File: config.mk
export PLATFORM = sky130hd
export DESIGN_NAME = first_fit_block_allocator_core
export DESIGN_NICKNAME = d
export VERILOG_FILES = /design/src/rtl/ffba_pkg.sv /design/src/rtl/first_fit_block_allocator_core.sv /design/src/rtl/ffba_cell.sv
export SDC_FILE = /design/constraint.sdc
export NUM_CORES = 2
export LEC_CHECK = 0
export BUFFER_PORTS_ARGS = -buffer_cell sky130_fd_sc_hd__buf_2
export CORE_MARGIN = 3
export CORE_UTILIZATION = 37
export CTS_CLUSTER_SIZE = 12
export DETAILED_ROUTE_END_ITERATION = 10
export GPL_TIMING_DRIVEN = 0
export MAX_ROUTING_LAYER = met4
export PLACE_DENSITY = 0.49
export SYNTH_ARGS = -nofsm -noshare
export SYNTH_HDL_FRONTEND = slang
export SYNTH_SLANG_ARGS = --single-unit
File: constraint.sdc
create_clock -name clk -period 7.3 [get_ports clk]
set_clock_uncertainty 0.2 [all_clocks]
set_input_delay 1.46 -clock clk [delete_from_list [all_inputs] [get_ports clk]]
set_output_delay 1.46 -clock clk [all_outputs]
set_load 0.01 [all_outputs]
File: src/rtl/ffba_pkg.sv
// shared types, codes and widths for the first-fit block allocator
package ffba_pkg;

    // default sizes
    localparam int DEF_TABLE_ENTRIES = 16;
    localparam int DEF_ADDRESS_BITS  = 16;

    // fixed field widths
    localparam int FIELD_BITS = 16;
    localparam int REQ_BITS   = 32;
    localparam int HEAP_BITS  = 17;
    localparam int COUNT_BITS = 5;

    // heap limit after reset
    localparam logic [HEAP_BITS-1:0] HEAP_LIMIT_RESET = 17'h10000;

    // operations
    localparam logic OP_ALLOC = 1'b0;
    localparam logic OP_FREE  = 1'b1;

    // error codes
    localparam logic [1:0] ERR_OK         = 2'd0;
    localparam logic [1:0] ERR_NO_MEMORY  = 2'd1;
    localparam logic [1:0] ERR_TABLE_FULL = 2'd2;
    localparam logic [1:0] ERR_NOT_FOUND  = 2'd3;

    // lookup word handed from cell to cell, newest entry first
    typedef struct packed {
        logic                  valid;
        logic                  op;
        logic [REQ_BITS-1:0]   request;
        logic [FIELD_BITS-1:0] address;
        logic                  found;
        logic                  was_used;
        logic [HEAP_BITS-1:0]  base;
    } ffba_query_t;

    // append of a new entry into one cell
    typedef struct packed {
        logic                 en;
        logic [HEAP_BITS-1:0] base;
        logic [HEAP_BITS-1:0] size;
    } ffba_write_t;

endpackage

File: src/rtl/first_fit_block_allocator_core.sv
// first-fit block allocator: sequencer, heap bookkeeping and the chain of entry cells
//
//  channel   | handshake            | payload
//  ----------+----------------------+----------------------------------------------------
//  command   | start / busy         | cmd, element_size, element_count, address
//  result    | done (one-cycle)     | block_address, error_code, free_blocks, used_blocks
//  config    | heap_limit_wr        | heap_limit
//
//  an item goes from accept to done through the multiply, the launch of the lookup, the
//  walk of the lookup word along the chain of cells from the newest entry to the oldest,
//  and the table update and result
//  busy is high from the accept until the result cycle; a new word may start then
//  reset clears the table to empty, the heap top to zero and the limit to 65536
//  results cannot be held off; done marks the single cycle they are valid
module first_fit_block_allocator_core #(
    parameter int TABLE_ENTRIES = ffba_pkg::DEF_TABLE_ENTRIES,
    parameter int ADDRESS_BITS  = ffba_pkg::DEF_ADDRESS_BITS
) (
    input  logic                               clk,
    input  logic                               rst_n,
    input  logic                               start,
    output logic                               busy,
    input  logic                               cmd,
    input  logic [ffba_pkg::FIELD_BITS-1:0]    element_size,
    input  logic [ffba_pkg::FIELD_BITS-1:0]    element_count,
    input  logic [ffba_pkg::FIELD_BITS-1:0]    address,
    output logic                               done,
    output logic [ffba_pkg::FIELD_BITS-1:0]    block_address,
    output logic [1:0]                         error_code,
    output logic [ffba_pkg::COUNT_BITS-1:0]    free_blocks,
    output logic [ffba_pkg::COUNT_BITS-1:0]    used_blocks,
    input  logic                               heap_limit_wr,
    input  logic [ffba_pkg::HEAP_BITS-1:0]     heap_limit
);
    import ffba_pkg::*;

    localparam int CNT_W = $clog2(TABLE_ENTRIES + 1);
    localparam int IDX_W = $clog2(TABLE_ENTRIES);
    localparam int CMP_W = 34;
    localparam logic [CMP_W-1:0] SPAN = CMP_W'(1) << ADDRESS_BITS;
    localparam logic [FIELD_BITS-1:0] ADDR_MASK = (ADDRESS_BITS >= FIELD_BITS) ?
        {FIELD_BITS{1'b1}} : FIELD_BITS'((CMP_W'(1) << ADDRESS_BITS) - CMP_W'(1));
    localparam logic [CNT_W-1:0] FULL_COUNT = CNT_W'(TABLE_ENTRIES);

    // sequencer states
    localparam logic [1:0] S_IDLE   = 2'd0;
    localparam logic [1:0] S_MUL    = 2'd1;
    localparam logic [1:0] S_LAUNCH = 2'd2;
    localparam logic [1:0] S_SCAN   = 2'd3;

    logic [1:0]            state_reg;
    logic [1:0]            state_next;
    logic [HEAP_BITS-1:0]  limit_reg;
    logic                  op_reg;
    logic [FIELD_BITS-1:0] esize_reg;
    logic [FIELD_BITS-1:0] ecount_reg;
    logic [FIELD_BITS-1:0] addr_reg;
    logic [REQ_BITS-1:0]   request_reg;
    logic                  no_mem_reg;
    logic [HEAP_BITS-1:0]  heap_top_reg;
    logic [HEAP_BITS-1:0]  heap_top_next;
    logic [CNT_W-1:0]      count_reg;
    logic [CNT_W-1:0]      count_next;
    logic [CNT_W-1:0]      free_total_reg;
    logic [CNT_W-1:0]      free_total_next;
    logic [CNT_W-1:0]      used_total_reg;
    logic [CNT_W-1:0]      used_total_next;
    logic                  done_reg;
    logic [FIELD_BITS-1:0] block_address_reg;
    logic [FIELD_BITS-1:0] block_address_next;
    logic [1:0]            error_code_reg;
    logic [1:0]            error_code_next;
    logic [COUNT_BITS-1:0] free_blocks_reg;
    logic [COUNT_BITS-1:0] used_blocks_reg;
    logic [CMP_W-1:0]      eff_limit;
    logic [CMP_W-1:0]      heap_end;
    logic                  no_mem_next;
    logic                  accept;
    logic                  finish;
    ffba_query_t           launch;
    ffba_query_t           link [TABLE_ENTRIES+1];
    ffba_query_t           result;
    ffba_write_t           wr;

    assign accept = start && !busy;
    assign busy   = state_reg != S_IDLE;
    assign result = link[0];
    assign finish = (state_reg == S_SCAN) && result.valid;

    // sequencer
    always_comb
    begin
        state_next = state_reg;
        case (state_reg)
            S_IDLE:
            begin
                if (accept)
                begin
                    state_next = S_MUL;
                end
            end
            S_MUL:    state_next = S_LAUNCH;
            S_LAUNCH: state_next = S_SCAN;
            S_SCAN:
            begin
                if (result.valid)
                begin
                    state_next = S_IDLE;
                end
            end
            default:  state_next = S_IDLE;
        endcase
    end

    // heap test: top must be a valid address and top plus request within the limit
    assign eff_limit   = (CMP_W'(limit_reg) < SPAN) ? CMP_W'(limit_reg) : SPAN;
    assign heap_end    = CMP_W'(heap_top_reg) + CMP_W'(request_reg);
    assign no_mem_next = (CMP_W'(heap_top_reg) >= SPAN) || (heap_end > eff_limit);

    // lookup word entering the newest cell
    always_comb
    begin
        launch          = '0;
        launch.valid    = state_reg == S_LAUNCH;
        launch.op       = op_reg;
        launch.request  = request_reg;
        launch.address  = addr_reg;
    end

    assign link[TABLE_ENTRIES] = launch;

    // chain of entry cells, newest index first
    genvar gi;
    generate
        for (gi = 0; gi < TABLE_ENTRIES; gi++)
        begin : g_cell
            ffba_cell #(
                .TABLE_ENTRIES (TABLE_ENTRIES),
                .INDEX         (gi)
            ) u_cell (
                .clk         (clk),
                .rst_n       (rst_n),
                .entry_count (count_reg),
                .wr          (wr),
                .wr_index    (count_reg[IDX_W-1:0]),
                .q_in        (link[gi+1]),
                .q_out       (link[gi])
            );
        end
    endgenerate

    // outcome of the lookup and table bookkeeping
    always_comb
    begin
        wr                 = '0;
        wr.base            = heap_top_reg;
        wr.size            = request_reg[HEAP_BITS-1:0];
        heap_top_next      = heap_top_reg;
        count_next         = count_reg;
        free_total_next    = free_total_reg;
        used_total_next    = used_total_reg;
        block_address_next = '0;
        error_code_next    = ERR_OK;
        if (op_reg == OP_ALLOC)
        begin
            if (result.found)
            begin
                block_address_next = result.base[FIELD_BITS-1:0];
                free_total_next    = free_total_reg - CNT_W'(1);
                used_total_next    = used_total_reg + CNT_W'(1);
            end
            else if (no_mem_reg)
            begin
                error_code_next = ERR_NO_MEMORY;
            end
            else if (count_reg == FULL_COUNT)
            begin
                error_code_next = ERR_TABLE_FULL;
            end
            else
            begin
                wr.en              = finish;
                block_address_next = heap_top_reg[FIELD_BITS-1:0];
                heap_top_next      = heap_top_reg + request_reg[HEAP_BITS-1:0];
                count_next         = count_reg + CNT_W'(1);
                used_total_next    = used_total_reg + CNT_W'(1);
            end
        end
        else
        begin
            block_address_next = addr_reg & ADDR_MASK;
            if (!result.found)
            begin
                error_code_next = ERR_NOT_FOUND;
            end
            else if (result.was_used)
            begin
                free_total_next = free_total_reg + CNT_W'(1);
                used_total_next = used_total_reg - CNT_W'(1);
            end
        end
    end

    // control state
    always_ff @(posedge clk or negedge rst_n)
    begin
        if (!rst_n)
        begin
            state_reg      <= S_IDLE;
            limit_reg      <= HEAP_LIMIT_RESET;
            heap_top_reg   <= '0;
            count_reg      <= '0;
            free_total_reg <= '0;
            used_total_reg <= '0;
            done_reg       <= 1'b0;
        end
        else
        begin
            state_reg <= state_next;
            done_reg  <= finish;
            if (heap_limit_wr)
            begin
                limit_reg <= heap_limit;
            end
            if (finish)
            begin
                heap_top_reg   <= heap_top_next;
                count_reg      <= count_next;
                free_total_reg <= free_total_next;
                used_total_reg <= used_total_next;
            end
        end
    end

    // operands, product and result payload
    always_ff @(posedge clk)
    begin
        if (accept)
        begin
            op_reg     <= cmd;
            esize_reg  <= element_size;
            ecount_reg <= element_count;
            addr_reg   <= address;
        end
        if (state_reg == S_MUL)
        begin
            request_reg <= REQ_BITS'(esize_reg) * REQ_BITS'(ecount_reg);
        end
        if (state_reg == S_LAUNCH)
        begin
            no_mem_reg <= no_mem_next;
        end
        if (finish)
        begin
            block_address_reg <= block_address_next;
            error_code_reg    <= error_code_next;
            free_blocks_reg   <= COUNT_BITS'(free_total_next);
            used_blocks_reg   <= COUNT_BITS'(used_total_next);
        end
    end

    assign done          = done_reg;
    assign block_address = block_address_reg;
    assign error_code    = error_code_reg;
    assign free_blocks   = free_blocks_reg;
    assign used_blocks   = used_blocks_reg;

endmodule

File: src/rtl/ffba_cell.sv
// one table entry of the allocator chain with its lookup stage
module ffba_cell #(
    parameter int TABLE_ENTRIES = ffba_pkg::DEF_TABLE_ENTRIES,
    parameter int INDEX         = 0,
    localparam int CNT_W        = $clog2(TABLE_ENTRIES + 1),
    localparam int IDX_W        = $clog2(TABLE_ENTRIES)
) (
    input  logic                  clk,
    input  logic                  rst_n,
    input  logic [CNT_W-1:0]      entry_count,
    input  ffba_pkg::ffba_write_t wr,
    input  logic [IDX_W-1:0]      wr_index,
    input  ffba_pkg::ffba_query_t q_in,
    output ffba_pkg::ffba_query_t q_out
);
    import ffba_pkg::*;

    logic [HEAP_BITS-1:0] base_reg;
    logic [HEAP_BITS-1:0] size_reg;
    logic                 used_reg;
    logic                 used_next;
    logic                 out_valid_reg;
    ffba_query_t          q_reg;
    ffba_query_t          q_next;
    logic                 live;
    logic                 fits;
    logic                 base_hit;
    logic                 hit;
    logic                 wr_here;

    // entry is part of the table
    assign live    = CNT_W'(INDEX) < entry_count;
    assign wr_here = wr.en && (wr_index == IDX_W'(INDEX));

    // first free block that is big enough, or newest base match
    assign fits     = !used_reg && (REQ_BITS'(size_reg) >= q_in.request);
    assign base_hit = base_reg == HEAP_BITS'(q_in.address);
    assign hit      = q_in.valid && !q_in.found && live &&
                      ((q_in.op == OP_ALLOC) ? fits : base_hit);

    // word passed on to the older neighbor
    always_comb
    begin
        q_next = q_in;
        if (hit)
        begin
            q_next.found    = 1'b1;
            q_next.was_used = used_reg;
            q_next.base     = base_reg;
        end
    end

    // used flag: taken by allocate, cleared by free, set on append
    always_comb
    begin
        used_next = used_reg;
        if (hit)
        begin
            used_next = (q_in.op == OP_ALLOC);
        end
        if (wr_here)
        begin
            used_next = 1'b1;
        end
    end

    // control flops
    always_ff @(posedge clk or negedge rst_n)
    begin
        if (!rst_n)
        begin
            used_reg      <= 1'b0;
            out_valid_reg <= 1'b0;
        end
        else
        begin
            used_reg      <= used_next;
            out_valid_reg <= q_in.valid;
        end
    end

    // entry payload and stage payload
    always_ff @(posedge clk)
    begin
        q_reg <= q_next;
        if (wr_here)
        begin
            base_reg <= wr.base;
            size_reg <= wr.size;
        end
    end

    always_comb
    begin
        q_out       = q_reg;
        q_out.valid = out_valid_reg;
    end

endmodule

==> results.py <==
metrics = {
    "status": {
        "outcome": "completed",
    },
    "worst_setup_path": {
        "crit_type": "flip-flop to flip-flop",
        "cpMaxStageDelayCell": "fa_1",
        "crit_fanout": 10,
        "cp-start-kind": "flip-flop",
        "timing.rr.end": "request_reg[31]",
        "cp-end-kind": "flip-flop",
        "cp.arrival_ps": 7290,
        "critPathLaunch": "esize_reg[13]",
        "required_ps": 7620,
        "rr_startpoint": "esize_reg[13]",
        "max_stage_delay_ps": 560,
        "path_cells": "clkbuf_2 > nand2_1 > fa_1 > fa_1 > inv_1 > fa_1 > fa_1 > fa_1 > inv_1 > fa_1 > inv_1 > ha_1 > or3_1 > o41ai_2 > o31a_1 > o21ai_2 > a2111o_1 > a31o_2 > a21oi_1 > xnor2_1",
        "path_common_cell": "fa_1",
        "r2r_cells": 20,
        "r2r_setup_slack_ps": 320,
        "critPathTopFamily": "adder cells",
        "path_buf_inv": 4,
        "cp_num_cells": 20,
    },
    "sta": {
        "max_slew.worst_pin.slew_ps": 1355,
        "slew_headroom_pct": 9.690,
        "setup_violations": 0,
        "setup_ws_ps": 324.7,
        "max_freq_mhz": 143.4,
        "min_period_ps": 6975,
        "rsz0062_at_grt": "no",
        "hold_viol": 0,
        "slew_violations": 0,
        "finalCritPeriodShare_pct": 95.55,
        "tns_ps": 0,
    },
    "placed_design": {
        "dp_slack_ps": -177.2,
        "post-dp-hpwl_mm": 116.1,
        "place.gp.congestion": 0.8390,
        "io_buffers": 98,
    },
    "finish": {
        "final_common_cell": "dfxtp_1",
        "most-common-layout-cells": "dfxtp_1, edfxtp_1, inv_1",
        "fin_util_pct": 42.80,
        "syn2layout_area_growth_pct": 14.60,
        "largest_reg_flops": 1023,
        "post_route_cells_drive_above_1_share_pct": 14.35,
        "nNetsFinal": 5971,
    },
    "route": {
        "antenna_left": 0,
        "num_vias": 36170,
        "drt_iter0_markers": 2029,
        "drc_errors": 0,
        "drt-pass1-iter-count": 9,
        "wirelength_mm": 152.9,
        "via_per_inst": 4.634,
        "routedWlPerCell_um": 19.59,
    },
    "grt": {
        "overflow": 0,
        "grt_pass1_vias": 38360,
        "grt_antenna_before_repair": 9,
        "grt_first_pass_wirelength_mm": 233.2,
        "grt.total_usage_pct": 16.96,
        "grt_max_degree": 71,
    },
    "hold_path": {
        "whs_path_depth": 0,
        "hold_class": "flip-flop to flip-flop",
        "hold_path.startpoint": "g_cell[2].u_cell.q_out[53]",
        "hold_path_end": "g_cell[1].u_cell.q_out[53]",
    },
    "pwr": {
        "power_frac_comb_pct": 40.6,
        "switching_share_pct": 35.83,
        "power_density_mw_per_mm2": 503.3,
        "switchingPower_mw": 14.00,
        "clkPwrFrac_pct": 22.4,
        "ir_worst_vdd_mv": 0.8271,
        "pwr-share-seq_pct": 37.0,
        "p_leak_nw": 33.56,
        "power_mw": 39.06,
        "power.internal_mw": 25.06,
    },
    "cts": {
        "h-tree-depth": 4,
        "cts_tree": "yes",
        "ctsRootBufferMaster": "clkbuf_16",
        "clk_latency_ps": 790,
        "clk_pin_slew_ps": 60,
        "cts_buffers": 181,
        "cts_num_sinks": 1761,
        "clockBufferDepth": 3,
    },
    "logic_synthesis": {
        "synthArstFlopShare_pct": 4.770,
        "ys_warn_count": 0,
        "yosys_register_bits": 1761,
        "synth-edff-count": 654,
        "netlist_area_mm2": 0.06771,
        "synth_cell_type_count": 86,
        "synth_nets": 5643,
        "yosysSeqAreaShare_pct": 62.35,
        "ys.flop_type": "dfxtp_1",
        "syn_area_per_cell_um2": 13.67,
        "netlist_instances": 4955,
    },
    "floorplanning": {
        "coreArea_mm2": 0.1813,
        "fp.dieW_um": 433.8,
        "initial_core_util_pct": 37.34,
        "die_h_um": 433.8,
        "ios": 100,
        "die-area_mm2": 0.1882,
        "rows": 156,
    },
    "flow_run": {
        "cap_viol_max_count": 0,
    },
}
==> worst max path at each step <==
stage,to,slack (ps)
final,request_reg[31],320
after global routing,request_reg[31],30
after CTS,request_reg[31],3
after detailed placement,request_reg[31],-180
after global placement,g_cell[0].u_cell.size_reg[2],-1890
after floorplan,request_reg[31],870
==> Yosys cell counts (83+ instances only) <==
library cell | number | area [µm²]
xnor2_1 | 102 | 893.4
dfrtp_1 | 83 | 2077
xor2_1 | 213 | 1866
a21oi_1 | 126 | 630.6
and2_1 | 131 | 819.5
edfxtp_1 | 654 | 19640
ha_1 | 423 | 5293
mux2_2 | 277 | 3119
inv_1 | 560 | 2102
nor4_1 | 99 | 619.3
dfxtp_1 | 1023 | 20480
nand2_1 | 250 | 938.4
fa_1 | 195 | 3904
==> metal layers <==
| metal | global-route usage [%] | part of all wire [%] | up-vias | wire length [µm] |
|---|---|---|---|---|
| met5 | - | 0 | - | 0 |
| met4 | 5.445 | 3.0 | 0 | 4607 |
| met3 | 2.604 | 3.5 | 218 | 5423 |
| met2 | 27.24 | 47 | 605 | 71940 |
| met1 | 22.06 | 46 | 17560 | 70900 |
| li1 | - | - | 17790 | - |
==> metrics by stage <==
stage	hold slack [ps]	instances	area, µm²
final	134.8	7804	77600
after global routing	143.8	7801	77590
after CTS	133.5	7780	77370
after detailed placement	131.1	7449	71650
after global placement	131.1	7423	71170
after floorplan	122.7	4955	67710
==> power groups by stage <==
| stage | Combinational (mW) | Clock, mW | Sequential, mW |
|---|---|---|---|
| CTS | 15.8 | 9.02 | 14.5 |
| global placement | 15.5 | 0 | 14.7 |
| global route | 18.4 | 9.40 | 14.7 |
| finish | 15.9 | 8.76 | 14.4 |
| detailed placement | 15.6 | 0 | 14.7 |
| floorplan | 12.1 | 0 | 13.9 |
==> cell families after synthesis <==
kind of cell	synth area share, %
buf+inv	3.644
fa+ha+maj	13.58
compound gates	5.013
xor+xnor	4.074
flops	62.35
simple gates	6.682
mux	4.651
==> timing repair <==
item,CTS,global route
buffers inserted,1,20
pin swaps,0,1
endpoints found under the setup margin,3,4
gates resized for setup,16,71
hold buffers,0,0
==> layout make-up <==
class | instances | area [µm²]
antenna | 4 | 10.01
buffer | 80 | 437.9
clock buffer | 294 | 5296
clock inverter | 36 | 392.9
fill | 16620 | 103700
inverter | 561 | 2106
multi-input combinational | 2553 | 23100
sequential | 1761 | 42230
tap | 2370 | 2965
timing repair buffer | 145 | 1065
Note: power is estimated with default switching activity, not from simulation.
